## src/design/nmea_line_framer_checksum_assert.svh

```systemverilog
// ----------------------------------------------------------------------------
// nmea line framer assertion macros
// shared concurrent assertion forms, clocked on clk, held off by arst_n
// ----------------------------------------------------------------------------
`ifndef NMEA_LINE_FRAMER_CHECKSUM_ASSERT_SVH
`define NMEA_LINE_FRAMER_CHECKSUM_ASSERT_SVH

// same-cycle implication
`define NLFC_ASSERT_NOW(lbl, pre, post, msg) \
	lbl: assert property (@(posedge clk) disable iff (!arst_n) (pre) |-> (post)) \
		else $error(msg);

// next-cycle implication
`define NLFC_ASSERT_NEXT(lbl, pre, post, msg) \
	lbl: assert property (@(posedge clk) disable iff (!arst_n) (pre) |=> (post)) \
		else $error(msg);

`endif

```

## src/design/nlfc_pkg.sv

```systemverilog
// ----------------------------------------------------------------------------
// nlfc_pkg
// shared types, character codes and lookup functions of the nmea line framer
// ----------------------------------------------------------------------------
package nlfc_pkg;

	localparam logic [7:0] CH_DOLLAR = 8'h24;
	localparam logic [7:0] CH_STAR   = 8'h2A;
	localparam logic [7:0] CH_BANG   = 8'h21;
	localparam logic [7:0] CH_CR     = 8'h0D;
	localparam logic [7:0] CH_LF     = 8'h0A;
	localparam logic [7:0] CH_NUL    = 8'h00;

	// saturating counters only need to reach the thresholds
	localparam int TEXT_CNT_W = 3;
	localparam logic [TEXT_CNT_W-1:0] TEXT_MIN = 3'd7;
	localparam int TAIL_CNT_W = 2;
	localparam logic [TAIL_CNT_W-1:0] TAIL_MIN = 2'd2;

	// sentence type letters sit at these line positions
	localparam int POS_TYPE0 = 3;
	localparam int POS_TYPE1 = 4;
	localparam int POS_TYPE2 = 5;

	typedef enum logic [2:0] {
		VERDICT_GOOD     = 3'd0,
		VERDICT_AIS_FWD  = 3'd1,
		VERDICT_SHORT    = 3'd2,
		VERDICT_BAD_STAR = 3'd3,
		VERDICT_MISMATCH = 3'd4,
		VERDICT_AIS_REJ  = 3'd5
	} verdict_t;

	typedef logic [3:0] kind_t;
	localparam kind_t KIND_OTHER = 4'd0;
	localparam int NUM_KINDS = 10;

	localparam logic [23:0] KIND_NAMES [NUM_KINDS] = '{
		"HDT", "HDG", "VTG", "RMC", "MWV", "DBT", "DPT", "MTW", "XTE", "RMB"
	};

	// summary of one finished line, passed from framer to checker
	typedef struct packed {
		logic        lead_bang;
		logic        lead_dollar;
		logic        text_ok;
		logic        star_ok;
		logic [7:0]  star_xor;
		logic [7:0]  tail_hex;
		logic [23:0] type_letters;
	} line_sum_t;

	localparam int QDEPTH = 2;
	localparam int QPTR_W = 1;
	localparam int QCNT_W = 2;

	// {valid, nibble}
	function automatic logic [4:0] hex_digit(input logic [7:0] c);
		logic [4:0] r;
		r = 5'd0;
		if (c inside {[8'h30:8'h39]})
			r = {1'b1, 4'(c - 8'h30)};
		else if (c inside {[8'h61:8'h66]})
			r = {1'b1, 4'(c - 8'h61 + 8'd10)};
		else if (c inside {[8'h41:8'h46]})
			r = {1'b1, 4'(c - 8'h41 + 8'd10)};
		return r;
	endfunction

	function automatic kind_t classify(input logic [23:0] letters);
		kind_t k;
		k = KIND_OTHER;
		for (int i = NUM_KINDS - 1; i >= 0; i--) begin
			if (letters == KIND_NAMES[i])
				k = kind_t'(i + 1);
		end
		return k;
	endfunction

endpackage

```

## src/design/nlfc_front.sv

```systemverilog
// ----------------------------------------------------------------------------
// nlfc_front
// line framer: folds each accepted byte into running line state, drops the line
// on overflow, and emits a line summary on every terminator that closes a non-empty line
// ----------------------------------------------------------------------------
`include "nmea_line_framer_checksum_assert.svh"

module nlfc_front #(
	parameter int LINE_BYTES = 128
) (
	input  logic               clk,
	input  logic               arst_n,
	input  logic               rx_fire,
	input  logic [7:0]         rx_byte,
	output logic               push,
	output nlfc_pkg::line_sum_t sum
);

	localparam int LEN_W = $clog2(LINE_BYTES);
	localparam logic [LEN_W-1:0] LEN_MAX = LEN_W'(LINE_BYTES - 1);

	typedef struct packed {
		logic [LEN_W-1:0]                len;
		logic [nlfc_pkg::TEXT_CNT_W-1:0] text_cnt;
		logic [7:0]                      lead;
		logic [7:0]                      body_xor;
		logic [7:0]                      star_xor;
		logic                            star;
		logic [nlfc_pkg::TAIL_CNT_W-1:0] tail_cnt;
		logic [7:0]                      tail_hex;
		logic                            hex_end;
		logic [23:0]                     letters;
		logic                            nul;
	} line_state_t;

	line_state_t st_q;
	logic        is_term;
	logic        room;
	logic [4:0]  hex;

	assign is_term = (rx_byte == nlfc_pkg::CH_CR) || (rx_byte == nlfc_pkg::CH_LF);
	assign room    = st_q.len < LEN_MAX;
	assign hex     = nlfc_pkg::hex_digit(rx_byte);
	assign push    = rx_fire && is_term && (st_q.len != '0);

	always_ff @(posedge clk or negedge arst_n) begin
		if (!arst_n) begin
			st_q <= '0;
		end else if (rx_fire) begin
			if (is_term || !room) begin
				// terminator closes the line, overflow drops it
				st_q <= '0;
			end else begin
				st_q.len <= st_q.len + 1'b1;
				if (!st_q.nul) begin
					if (rx_byte == nlfc_pkg::CH_NUL) begin
						st_q.nul <= 1'b1;
					end else begin
						if (st_q.text_cnt != nlfc_pkg::TEXT_MIN)
							st_q.text_cnt <= st_q.text_cnt + 1'b1;
						if (st_q.len == '0) begin
							st_q.lead <= rx_byte;
						end else begin
							if (st_q.len == LEN_W'(nlfc_pkg::POS_TYPE0))
								st_q.letters[23:16] <= rx_byte;
							if (st_q.len == LEN_W'(nlfc_pkg::POS_TYPE1))
								st_q.letters[15:8] <= rx_byte;
							if (st_q.len == LEN_W'(nlfc_pkg::POS_TYPE2))
								st_q.letters[7:0] <= rx_byte;
							if (rx_byte == nlfc_pkg::CH_STAR) begin
								st_q.star_xor <= st_q.body_xor;
								st_q.star     <= 1'b1;
								st_q.tail_cnt <= '0;
								st_q.tail_hex <= '0;
								st_q.hex_end  <= 1'b0;
							end else if (st_q.star) begin
								if (st_q.tail_cnt != nlfc_pkg::TAIL_MIN)
									st_q.tail_cnt <= st_q.tail_cnt + 1'b1;
								if (!st_q.hex_end) begin
									if (hex[4])
										st_q.tail_hex <= {st_q.tail_hex[3:0], hex[3:0]};
									else
										st_q.hex_end <= 1'b1;
								end
							end
							st_q.body_xor <= st_q.body_xor ^ rx_byte;
						end
					end
				end
			end
		end
	end

	always_comb begin
		sum.lead_bang    = st_q.lead == nlfc_pkg::CH_BANG;
		sum.lead_dollar  = st_q.lead == nlfc_pkg::CH_DOLLAR;
		sum.text_ok      = st_q.text_cnt == nlfc_pkg::TEXT_MIN;
		sum.star_ok      = st_q.star && (st_q.tail_cnt == nlfc_pkg::TAIL_MIN);
		sum.star_xor     = st_q.star_xor;
		sum.tail_hex     = st_q.tail_hex;
		sum.type_letters = st_q.letters;
	end

	`NLFC_ASSERT_NOW(len_in_range, 1'b1, st_q.len <= LEN_MAX, "line length past limit")
	`NLFC_ASSERT_NEXT(push_clears_line, push, st_q.len == '0, "line not cleared after push")
	`NLFC_ASSERT_NOW(text_within_len, st_q.len < LEN_W'(nlfc_pkg::TEXT_MIN),
		LEN_W'(st_q.text_cnt) <= st_q.len, "text count exceeds line length")

endmodule

```

## src/design/nlfc_queue.sv

```systemverilog
// ----------------------------------------------------------------------------
// nlfc_queue
// two-entry queue of line summaries between framer and checker
// ----------------------------------------------------------------------------
`include "nmea_line_framer_checksum_assert.svh"

module nlfc_queue (
	input  logic                clk,
	input  logic                arst_n,
	input  logic                push,
	input  nlfc_pkg::line_sum_t wr_data,
	input  logic                pop,
	output logic                full,
	output logic                not_empty,
	output nlfc_pkg::line_sum_t head
);

	nlfc_pkg::line_sum_t               entries_q [nlfc_pkg::QDEPTH];
	logic [nlfc_pkg::QPTR_W-1:0]       wr_ptr_q;
	logic [nlfc_pkg::QPTR_W-1:0]       rd_ptr_q;
	logic [nlfc_pkg::QCNT_W-1:0]       cnt_q;

	assign full      = cnt_q == nlfc_pkg::QCNT_W'(nlfc_pkg::QDEPTH);
	assign not_empty = cnt_q != '0;
	assign head      = entries_q[rd_ptr_q];

	always_ff @(posedge clk or negedge arst_n) begin
		if (!arst_n) begin
			wr_ptr_q <= '0;
			rd_ptr_q <= '0;
			cnt_q    <= '0;
		end else begin
			if (push)
				wr_ptr_q <= wr_ptr_q + 1'b1;
			if (pop)
				rd_ptr_q <= rd_ptr_q + 1'b1;
			if (push && !pop)
				cnt_q <= cnt_q + 1'b1;
			else if (pop && !push)
				cnt_q <= cnt_q - 1'b1;
		end
	end

	always_ff @(posedge clk) begin
		if (push)
			entries_q[wr_ptr_q] <= wr_data;
	end

	`NLFC_ASSERT_NOW(no_overflow, push, !full, "push into full queue")
	`NLFC_ASSERT_NOW(no_underflow, pop, not_empty, "pop from empty queue")
	`NLFC_ASSERT_NOW(cnt_bound, 1'b1,
		cnt_q <= nlfc_pkg::QCNT_W'(nlfc_pkg::QDEPTH), "queue count out of range")

endmodule

```

## src/design/nlfc_back.sv

```systemverilog
// ----------------------------------------------------------------------------
// nlfc_back
// checker: turns a line summary into a verdict, kind, checksum and running totals,
// held in an output register
// ----------------------------------------------------------------------------
`include "nmea_line_framer_checksum_assert.svh"

module nlfc_back (
	input  logic                clk,
	input  logic                arst_n,
	input  logic                ais_enabled,
	input  logic                q_valid,
	input  nlfc_pkg::line_sum_t head,
	output logic                pop,
	output logic                res_valid,
	input  logic                res_ready,
	output logic [2:0]          verdict,
	output logic [3:0]          sentence_kind,
	output logic [7:0]          computed_sum,
	output logic [31:0]         good_total,
	output logic [31:0]         bad_total
);

	nlfc_pkg::verdict_t verdict_d;
	nlfc_pkg::kind_t    kind_d;
	logic [7:0]         sum_d;
	logic               good_d;

	logic               res_valid_q;
	logic [31:0]        good_q;
	logic [31:0]        bad_q;
	nlfc_pkg::verdict_t verdict_q;
	nlfc_pkg::kind_t    kind_q;
	logic [7:0]         sum_q;
	logic [31:0]        good_total_q;
	logic [31:0]        bad_total_q;

	assign pop = q_valid && (!res_valid_q || res_ready);

	always_comb begin
		kind_d    = nlfc_pkg::KIND_OTHER;
		sum_d     = 8'd0;
		verdict_d = nlfc_pkg::VERDICT_SHORT;
		if (head.lead_bang) begin
			verdict_d = ais_enabled ? nlfc_pkg::VERDICT_AIS_FWD : nlfc_pkg::VERDICT_AIS_REJ;
		end else if (!head.lead_dollar || !head.text_ok) begin
			verdict_d = nlfc_pkg::VERDICT_SHORT;
		end else if (!head.star_ok) begin
			verdict_d = nlfc_pkg::VERDICT_BAD_STAR;
		end else begin
			sum_d = head.star_xor;
			if (head.star_xor != head.tail_hex) begin
				verdict_d = nlfc_pkg::VERDICT_MISMATCH;
			end else begin
				verdict_d = nlfc_pkg::VERDICT_GOOD;
				kind_d    = nlfc_pkg::classify(head.type_letters);
			end
		end
		good_d = (verdict_d == nlfc_pkg::VERDICT_GOOD) ||
			(verdict_d == nlfc_pkg::VERDICT_AIS_FWD);
	end

	always_ff @(posedge clk or negedge arst_n) begin
		if (!arst_n) begin
			res_valid_q <= 1'b0;
			good_q      <= '0;
			bad_q       <= '0;
		end else begin
			if (pop) begin
				res_valid_q <= 1'b1;
				if (good_d)
					good_q <= good_q + 32'd1;
				else
					bad_q <= bad_q + 32'd1;
			end else if (res_ready) begin
				res_valid_q <= 1'b0;
			end
		end
	end

	always_ff @(posedge clk) begin
		if (pop) begin
			verdict_q    <= verdict_d;
			kind_q       <= kind_d;
			sum_q        <= sum_d;
			good_total_q <= good_d ? good_q + 32'd1 : good_q;
			bad_total_q  <= good_d ? bad_q : bad_q + 32'd1;
		end
	end

	assign res_valid     = res_valid_q;
	assign verdict       = verdict_q;
	assign sentence_kind = kind_q;
	assign computed_sum  = sum_q;
	assign good_total    = good_total_q;
	assign bad_total     = bad_total_q;

	`NLFC_ASSERT_NEXT(one_count_per_line, pop,
		(good_q + bad_q) == ($past(good_q + bad_q) + 32'd1), "totals not advanced by one")
	`NLFC_ASSERT_NOW(kind_only_when_good, res_valid_q && (kind_q != nlfc_pkg::KIND_OTHER),
		verdict_q == nlfc_pkg::VERDICT_GOOD, "sentence kind on a non-good line")
	`NLFC_ASSERT_NOW(sum_only_when_checked, res_valid_q && (sum_q != 8'd0),
		(verdict_q == nlfc_pkg::VERDICT_GOOD) || (verdict_q == nlfc_pkg::VERDICT_MISMATCH),
		"checksum shown on an unchecked line")

endmodule

```

## src/design/nmea_line_framer_checksum.sv

```systemverilog
// ----------------------------------------------------------------------------
// nmea_line_framer_checksum
// frames received bytes into nmea 0183 lines and checks each line's checksum
// ----------------------------------------------------------------------------
// usage:
//   rx channel (rx_valid/rx_ready/rx_byte) takes one serial byte per request.
//   cr or lf closes a line; a non-empty line yields one result request on the
//   res channel (verdict, sentence_kind, computed_sum, good_total, bad_total).
//   cfg channel (cfg_valid/cfg_ready/cfg_data) writes ais_enabled; it is always
//   ready and should be written only while no line is in flight.
// throughput: one byte per cycle while the queue is not full, set by the framer's
//   registered running state update; a checker stage behind a two-entry queue keeps
//   pace at one line per cycle while res_ready is high.
// result path: the summary of a closed line is written into the queue when the
//   terminator is accepted, and the checker's output register takes it from the
//   queue head, raising res_valid, once that register is empty or res_ready is high.
// stall: while res_ready is low the output register holds its result and the
//   queue absorbs up to two more finished lines; rx_ready drops only when the
//   queue is full, so bytes that do not end a line keep flowing until then.
// reset: arst_n clears the line state, queue, totals and ais_enabled at once.
// ----------------------------------------------------------------------------
module nmea_line_framer_checksum #(
	parameter int LINE_BYTES = 128
) (
	input  logic        clk,
	input  logic        arst_n,
	// received bytes
	input  logic        rx_valid,
	output logic        rx_ready,
	input  logic [7:0]  rx_byte,
	// ais enable register write
	input  logic        cfg_valid,
	output logic        cfg_ready,
	input  logic        cfg_data,
	// per-line results
	output logic        res_valid,
	input  logic        res_ready,
	output logic [2:0]  verdict,
	output logic [3:0]  sentence_kind,
	output logic [7:0]  computed_sum,
	output logic [31:0] good_total,
	output logic [31:0] bad_total
);

	logic                ais_enabled_q;
	logic                rx_fire;
	logic                push;
	logic                pop;
	logic                q_full;
	logic                q_valid;
	nlfc_pkg::line_sum_t line_sum;
	nlfc_pkg::line_sum_t q_head;

	// configuration register, always ready
	assign cfg_ready = 1'b1;

	always_ff @(posedge clk or negedge arst_n) begin
		if (!arst_n) begin
			ais_enabled_q <= 1'b0;
		end else if (cfg_valid) begin
			ais_enabled_q <= cfg_data;
		end
	end

	// every byte is held off while the queue is full, as a terminator could find no slot
	assign rx_ready = !q_full;
	assign rx_fire  = rx_valid && rx_ready;

	// front: running line state, one summary per finished line
	nlfc_front #(
		.LINE_BYTES(LINE_BYTES)
	) u_front (
		.clk    (clk),
		.arst_n (arst_n),
		.rx_fire(rx_fire),
		.rx_byte(rx_byte),
		.push   (push),
		.sum    (line_sum)
	);

	// decoupling queue so each side stalls on its own
	nlfc_queue u_queue (
		.clk      (clk),
		.arst_n   (arst_n),
		.push     (push),
		.wr_data  (line_sum),
		.pop      (pop),
		.full     (q_full),
		.not_empty(q_valid),
		.head     (q_head)
	);

	// back: verdict, sentence type, totals and output register
	nlfc_back u_back (
		.clk          (clk),
		.arst_n       (arst_n),
		.ais_enabled  (ais_enabled_q),
		.q_valid      (q_valid),
		.head         (q_head),
		.pop          (pop),
		.res_valid    (res_valid),
		.res_ready    (res_ready),
		.verdict      (verdict),
		.sentence_kind(sentence_kind),
		.computed_sum (computed_sum),
		.good_total   (good_total),
		.bad_total    (bad_total)
	);

endmodule

```

## config.mk

```make
export PLATFORM = sky130hd
export DESIGN_NAME = nmea_line_framer_checksum
export DESIGN_NICKNAME = d
export VERILOG_FILES = /design/src/design/nlfc_pkg.sv /design/src/design/nlfc_front.sv /design/src/design/nlfc_queue.sv /design/src/design/nlfc_back.sv /design/src/design/nmea_line_framer_checksum.sv
export VERILOG_INCLUDE_DIRS = /design/src /design/src/design
export SDC_FILE = /design/constraint.sdc
export NUM_CORES = 1
export LEC_CHECK = 0
export BUFFER_PORTS_ARGS = -buffer_cell sky130_fd_sc_hd__buf_4
export CAP_MARGIN = 20
export CORE_MARGIN = 5
export CORE_UTILIZATION = 45
export DETAILED_ROUTE_END_ITERATION = 8
export PLACE_DENSITY_LB_ADDON = 0.08
export SLEW_MARGIN = 20
export SYNTH_ARGS = -nofsm -noshare
export SYNTH_HDL_FRONTEND = slang
export SYNTH_SLANG_ARGS = --single-unit
```

## constraint.sdc

```tcl
create_clock -name clk -period 11 [get_ports clk]
set_input_delay 0.55 -clock clk [delete_from_list [all_inputs] [get_ports clk]]
set_output_delay 0.55 -clock clk [all_outputs]
set_load 0.01 [all_outputs]
```

# [Yosys cells after proc, flatten, opt, wreduce, memory -nomap -nowiden]
# Memories as Yosys holds them, arrays and structs flattened.
# Index checks and enable logic that the tools add are counted.
# W data, S select, Z words.
[word_totals] regBits=220 ram_bits=88 elab_cells=177 n_memories=1
[op_classes] add_sub_neg=14 n_lt_le_gt_ge=7 n_eq_ne=29 mux=43 bitwise_logic=2 n_reduce_logical=53
[memory_table] memory="u_queue.entries_q" words=2 width=44 rd=1 rd_ports_with_merged_regs=0 wr=1 line="nlfc_queue.sv:18" text="nlfc_pkg::line_sum_t entries_q [nlfc_pkg::QDEPTH];"
[op_table] operator="$eq A24 B23 Y1 const B" n=10
[op_table] operator="$mux W71" n=1
[op_table] operator="$add A32 B1 Y32 const B" n=2
[op_table] operator="$mux W32" n=2
[op_table] operator="$mux W64" n=1
[op_table] operator="$mux W63" n=1
[op_table] operator="$mux W52" n=1
[op_table] operator="$mux W8" n=5
[op_table] operator="$mux W3" n=10
[op_table] operator="$reduce_and A5 Y1" n=5
[op_table] operator="$eq A8 B6 Y1 const B" n=3
[op_table] operator="$mux W11" n=2
[op_table] operator="$mux W9" n=2
[op_table] operator="$reduce_bool A2 Y1" n=9
[op_table] operator="$eq A8 B4 Y1 const B" n=2
[op_table] operator="$ge A8 B7 Y1 const B" n=2
[op_table] operator="$le A8 B7 Y1 const B" n=2
[op_table] operator="$mux W5" n=3
[op_table] operator="$eq A7 B3 Y1 const B" n=2
[op_table] operator="$mux W4" n=3
[op_table] operator="$reduce_and A4 Y1" n=3
[op_table] operator="$sub A4 B1 Y4 const B" n=3
[op_table] operator="$reduce_or A11 Y1" n=1
[op_table] operator="$logic_and A1 B1 Y1" n=10
[op_table] operator="other kinds (34)" n=63

# [Depth between registers and ports, before layout]
[depth] depth_word=13 mapped_depth=11 ltp_nobuf=9

# [By module]
# A second synthesis with hierarchy kept.
[unflattened] cells_unflattened=1122 area_unflattened_um2=14422.6
[by_module_without_submodules] module="nlfc_back" n_inst=1 cells_per_inst=602 area_per_inst_um2=6977.9 seq_area_each_um2=3998.8
[by_module_without_submodules] module="nlfc_front" n_inst=1 cells_per_inst=361 area_per_inst_um2=3818.7 seq_area_each_um2=1776.7
[by_module_without_submodules] module="nlfc_queue" n_inst=1 cells_per_inst=153 area_per_inst_um2=3564.7 seq_area_each_um2=2742.6
[by_module_without_submodules] module="nmea_line_framer_checksum" n_inst=1 cells_per_inst=6 area_per_inst_um2=61.3 seq_area_each_um2=25.0

# [Worst setup path after synthesis]
# No wires, ideal clock.
[synth_path] path_type="in2reg" startpoint="in rx_byte[4]" endpoint="mem u_queue.entries_q[0][0] in the netlist's numbering, enable pin" setup_ns=0.555 arrival_time_ns=5.464 required_time_ns=10.445 path_slack_ns=4.981 cell_stages=3 n_path_buf=0 path_cell_list="nor4_2 -> nand3_1 -> nor4_1"
[synth_via] elab_chain_cells=6 word_cells_on_any_way=7 cone_classes="2 x eq/ne; 2 x mux; 3 x reduce/logical"
[synth_lines] item="from (decl)" line="nmea_line_framer_checksum.sv:30" text="input logic [7:0] rx_byte,"
[synth_lines] item="$eq A8 B4 Y1" line="nlfc_front.sv:41" text="assign is_term = (rx_byte == nlfc_pkg::CH_CR) || (rx_byte == nlfc_pkg::CH_LF);"
[synth_lines] item="$logic_or A1 B1 Y1 *" line="nlfc_front.sv:41"
[synth_lines] item="$logic_and A1 B1 Y1 * (2 in series)" line="nlfc_front.sv:44" text="assign push = rx_fire && is_term && (st_q.len != '0);"
[synth_lines] item="$mux W1 *" line="nlfc_queue.sv:45" text="if (push)"
[synth_lines] item="$mux W1 (implied by the code) *" line="nlfc_queue.sv:46" text="entries_q[wr_ptr_q] <= wr_data;"
[synth_lines] item="to (decl)" line="nlfc_queue.sv:18"
# Every way passes the cells marked *; elsewhere a longest branch is shown, timed or not.

# [Worst setup path after layout]
[layout_path] startpoint="reg u_queue.rd_ptr_q" endpoint="reg u_back.good_q[1]"
[layout_via] elab_chain_cells=9 word_cells_on_any_way=13 cone_classes="2 x eq/ne; 5 x mux; 5 x reduce/logical; 1 x memory"
[layout_lines] item="from (decl)" line="nlfc_queue.sv:20" text="logic [nlfc_pkg::QPTR_W-1:0] rd_ptr_q;"
[layout_lines] item="from (signal assigned)" line="nlfc_queue.sv:36" text="rd_ptr_q <= rd_ptr_q + 1'b1;"
[layout_lines] item="$mem_v2 Z2 W44 *"
[layout_lines] item="$ne A8 B8 Y1" line="nlfc_back.sv:52" text="if (head.star_xor != head.tail_hex) begin"
[layout_lines] item="$mux W3" line="nlfc_back.sv:52"
[layout_lines] item="$mux W3" line="nlfc_back.sv:48" text="end else if (!head.star_ok) begin"
[layout_lines] item="$mux W3" line="nlfc_back.sv:46" text="end else if (!head.lead_dollar || !head.text_ok) begin"
[layout_lines] item="$mux W3 *" line="nlfc_back.sv:44" text="if (head.lead_bang) begin"
[layout_lines] item="$eq A3 B1 Y1 / $logic_not A3 Y1 (equally long branches)" line="nlfc_back.sv:60, nlfc_back.sv:59"
[layout_lines] item="$logic_or A1 B1 Y1 *" line="nlfc_back.sv:59" text="good_d = (verdict_d == nlfc_pkg::VERDICT_GOOD) ||"
[layout_lines] item="$mux W32 *"
[layout_lines] item="to (signal assigned)" line="nlfc_back.sv:72" text="good_q <= good_q + 32'd1;"
[layout_lines] item="to (decl)" line="nlfc_back.sv:30" text="logic [31:0] good_q;"
# Marks and branches as above.
# A chain may end at the register's enable or synchronous reset.

==> impl_results.md <==
- Total power draw: 0.00334 W
- Worst Path Required: between 10 and 15 ns
- Worst EP arrival: ~4.1 ns
- CTS tree: yes
- RSZ-0062 raised after global routing: no
- Core area: 0.0306 sq mm
- Async SR Flop Fraction: between 40% and 50%
- # setup viols final: 0
- First-pass GRT wire length: between 40000 and 50000 um
- Starting density of the core: a little under half
- Total CTS buffers: 35
- Register area share after synthesis: 61.4%
- Tcrit/Tclk final: around 34%
- Hold Buf Count CTS: 0
- Mean Syn Cell Area: 12.6 sq um
- Area growth from synthesis to layout: 16.0%
- Synth Warn #: 0
- GP Congestion: ~0.8
- Startpoint types: flop
- Sequential power share: 46.8%
- Cells after Synth: 1106
- Clock skew: 0.0160 ns
- Ys flop type: edfxtp_1
- Cts repair resizes: 0
- Iter 0 DRT Violations: between 400 and 500
- Syn_nets: between 1k and 1.5k
- Hold Violations, Final: 0
- Max Fanout on Critical Path: 82
- Pin count of the biggest net entering global routing: 83
- Hold Crit Class: input port to async pin
- Critical path type: flop to flop
- Number of global-route vias before repair: about 9k
- Sequential cell area: about 0.0085 sq mm
- # diodes: 0
- Fin nets: between 1k and 1.5k
- Fmax: approximately 270 MHz
- Total gr overflow: 0
- Initial antenna violation count: 0
- Die Ht: 186 um
- CP endpoint kind: flop
- Clock tree buffer depth: 3
- Sw Ratio: between 20 and 30%
- Area contributors post-synth: edfxtp_1, dfrtp_1, xnor2_1
- Worst-Skew Late Latency: 0.50 ns
- DP Wirelength: 18800 um
- Leakage: between 6 and 7 nW
- Synth cell count leaders: edfxtp_1, dfrtp_1, xnor2_1
- Worst vdd ir: approximately 120 uV
- Worst-Margin Slew: around 1.1 ns
- Power Density: just over 200 mW/mm^2
- Final Critical Period: 3.70 ns
- CTS clock-pin slew for the worst setup and hold paths: roughly 0.060 ns
- Synth top area share: a little over a third
- Antenna violation net count after detailed routing: 0
- FILL cells: 2667
- Total global-route track usage: between 15 and 20%
- Routed length per instance: roughly 18 um
- DR vias/cell: approximately 5.3
- Die ar.: between 0.03 and 0.04 sq mm
- Drt pass-1 iters: 5
- Die width: about 190 um
- Total number of vias: about 8.6k
- Area leader, netlist: edfxtp_1
- DRC: 0
- # port buffers: 94
- Max_cap viols: 0
- # rows: between 60 and 70
- Pint: 0.00241 W
- Final Util: 52.8%
- I/O pins: 96
- Post-synth design cell area: 0.0139 sq mm
- Setup bufs post-CTS: 0
- Final WL: 28700 um
- Share of layout cells above drive strength 1: 18.7%
- Top-count cell post-synth: edfxtp_1
- Slew headroom: between 20 and 30%
- Combinational share of power: a little under a fifth
- Flops & latches, synth: 308
- Area occupied by multi-input gates: 0.00507 sq mm
- CTS Sinks: 308
- Status: completed
- Clk pwr share: 34.9%
- Yosys cell types: 68
- Post-synth EDFFs: ~170
- Psw: around 0.00093 W
- H-tree levels: 2
- Final Max Slew Viols: 0
- Fin Setup TNS: 0 ns
- Clock root buffer master: clkbuf_16
[critical path: stages (launching register included)]
cell	delay, ns
dfrtp_1	0.93
buf_4	0.42
clkinv_1	0.35
or4_1	0.66
and3_4	0.48
nor2_1	0.30
mux2_2	0.36
[state kept, by name, indices dropped and copies added, names as in the netlist]
register,cells
u_queue.rd_ptr_q,1
u_front.st_q,31
ais_enabled_q,1
u_queue.entries_q,88
u_back.computed_sum,8
u_back.bad_total,32
u_queue.cnt_q,2
u_back.good_q,32
u_queue.wr_ptr_q,1
u_back.res_valid,1
u_front.sum,40
u_back.verdict,3
u_back.good_total,32
u_back.bad_q,32
u_back.sentence_kind,4
[logic make-up after synthesis]
| kind of cell | after synthesis | share of synthesized area (%) |
|---|---|---|
| buffers and inverters | 79 | 2.41 |
| adder cells (fa/ha/maj) | 13 | 1.17 |
| multiplexers | 52 | 4.11 |
| flip-flops | 308 | 61.4 |
| other | 1 | 0.0269 |
| AO/OA/AOI/OAI | 88 | 4.51 |
| AND/OR/NAND/NOR | 408 | 16.5 |
| XOR/XNOR | 157 | 9.88 |
[final timing paths]
path	startpoint	slack, ns	end	cells after the start
max	u_queue.rd_ptr_q$_DFFE_PN0P_	7.30	u_back.good_q[1]$_DFFE_PN0P_	6
min	arst_n	0.09	u_front.st_q[65]$_DFFE_PN0P_	1
max reg2reg	u_queue.rd_ptr_q$_DFFE_PN0P_	7.30	u_back.good_q[1]$_DFFE_PN0P_	6
min reg2reg	u_front.sum[12]$_DFFE_PN0P_	0.47	u_queue.entries_q[1][12]$_DFFE_PP_	0
max in group asynchronous	arst_n	9.54	ais_enabled_q$_DFFE_PN0P_	2
min in group clk	cfg_data	0.30	ais_enabled_q$_DFFE_PN0P_	2
[stage by stage]
stage / hold slack, ns / instances / cell area [sq um] / worst slack (ns)
floorplan: 0.254 / 1106 / 13900 / 4.98
global placement: 0.446 / 1555 / 15000 / 7.33
detailed placement: 0.456 / 1555 / 15000 / 7.28
CTS: 0.115 / 1617 / 16100 / 7.29
global route: 0.138 / 1617 / 16100 / 6.98
finish: 0.0870 / 1617 / 16100 / 7.30
[routing by layer]
layer	vias up	global-route usage [%]	routed length [um]
li1	4178	-	-
met2	150	26.7	13200
met5	-	0	0
met3	46	2.89	1170
met4	0	4.20	643
met1	4249	25.0	13800
[cells in the final DEF (no fill, tap or decap), types with 23 or more instances in the layout]
cell / netlist / final
clkbuf_16: 0 / 35
edfxtp_1: 167 / 167
xor2_1: 72 / 72
buf_4: 1 / 100
nor2_1: 67 / 67
nor3_1: 54 / 54
dfrtp_1: 141 / 141
mux2_2: 40 / 40
o21ai_0: 23 / 23
inv_1: 29 / 29
xnor2_1: 85 / 85
nand3_1: 64 / 63
nand2_1: 77 / 77
nand4_1: 25 / 25
[power groups by stage]
stage	Clock [W]	Combinational (W)	Sequential (W)
6_report	0.00117	0.000612	0.00156
5_1_grt	0.00125	0.000681	0.00159
4_1_cts	0.00120	0.000626	0.00157
3_5_place_dp	0	0.000625	0.00159
3_3_place_gp	0	0.000619	0.00159
2_1_floorplan	0	0.000336	0.00160
[final cells by class]
| type | instances | area share, % |
|---|---|---|
| Sequential cell | 308 | 52.9 |
| Tap cell | 396 | 3.07 |
| Multi-Input combinational cell | 719 | 31.4 |
| Timing Repair Buffer | 101 | 4.72 |
| Clock buffer | 43 | 5.73 |
| Inverter | 31 | 0.736 |
| Clock inverter | 19 | 1.43 |
No activity file was read; power rests on OpenSTA's default activity.
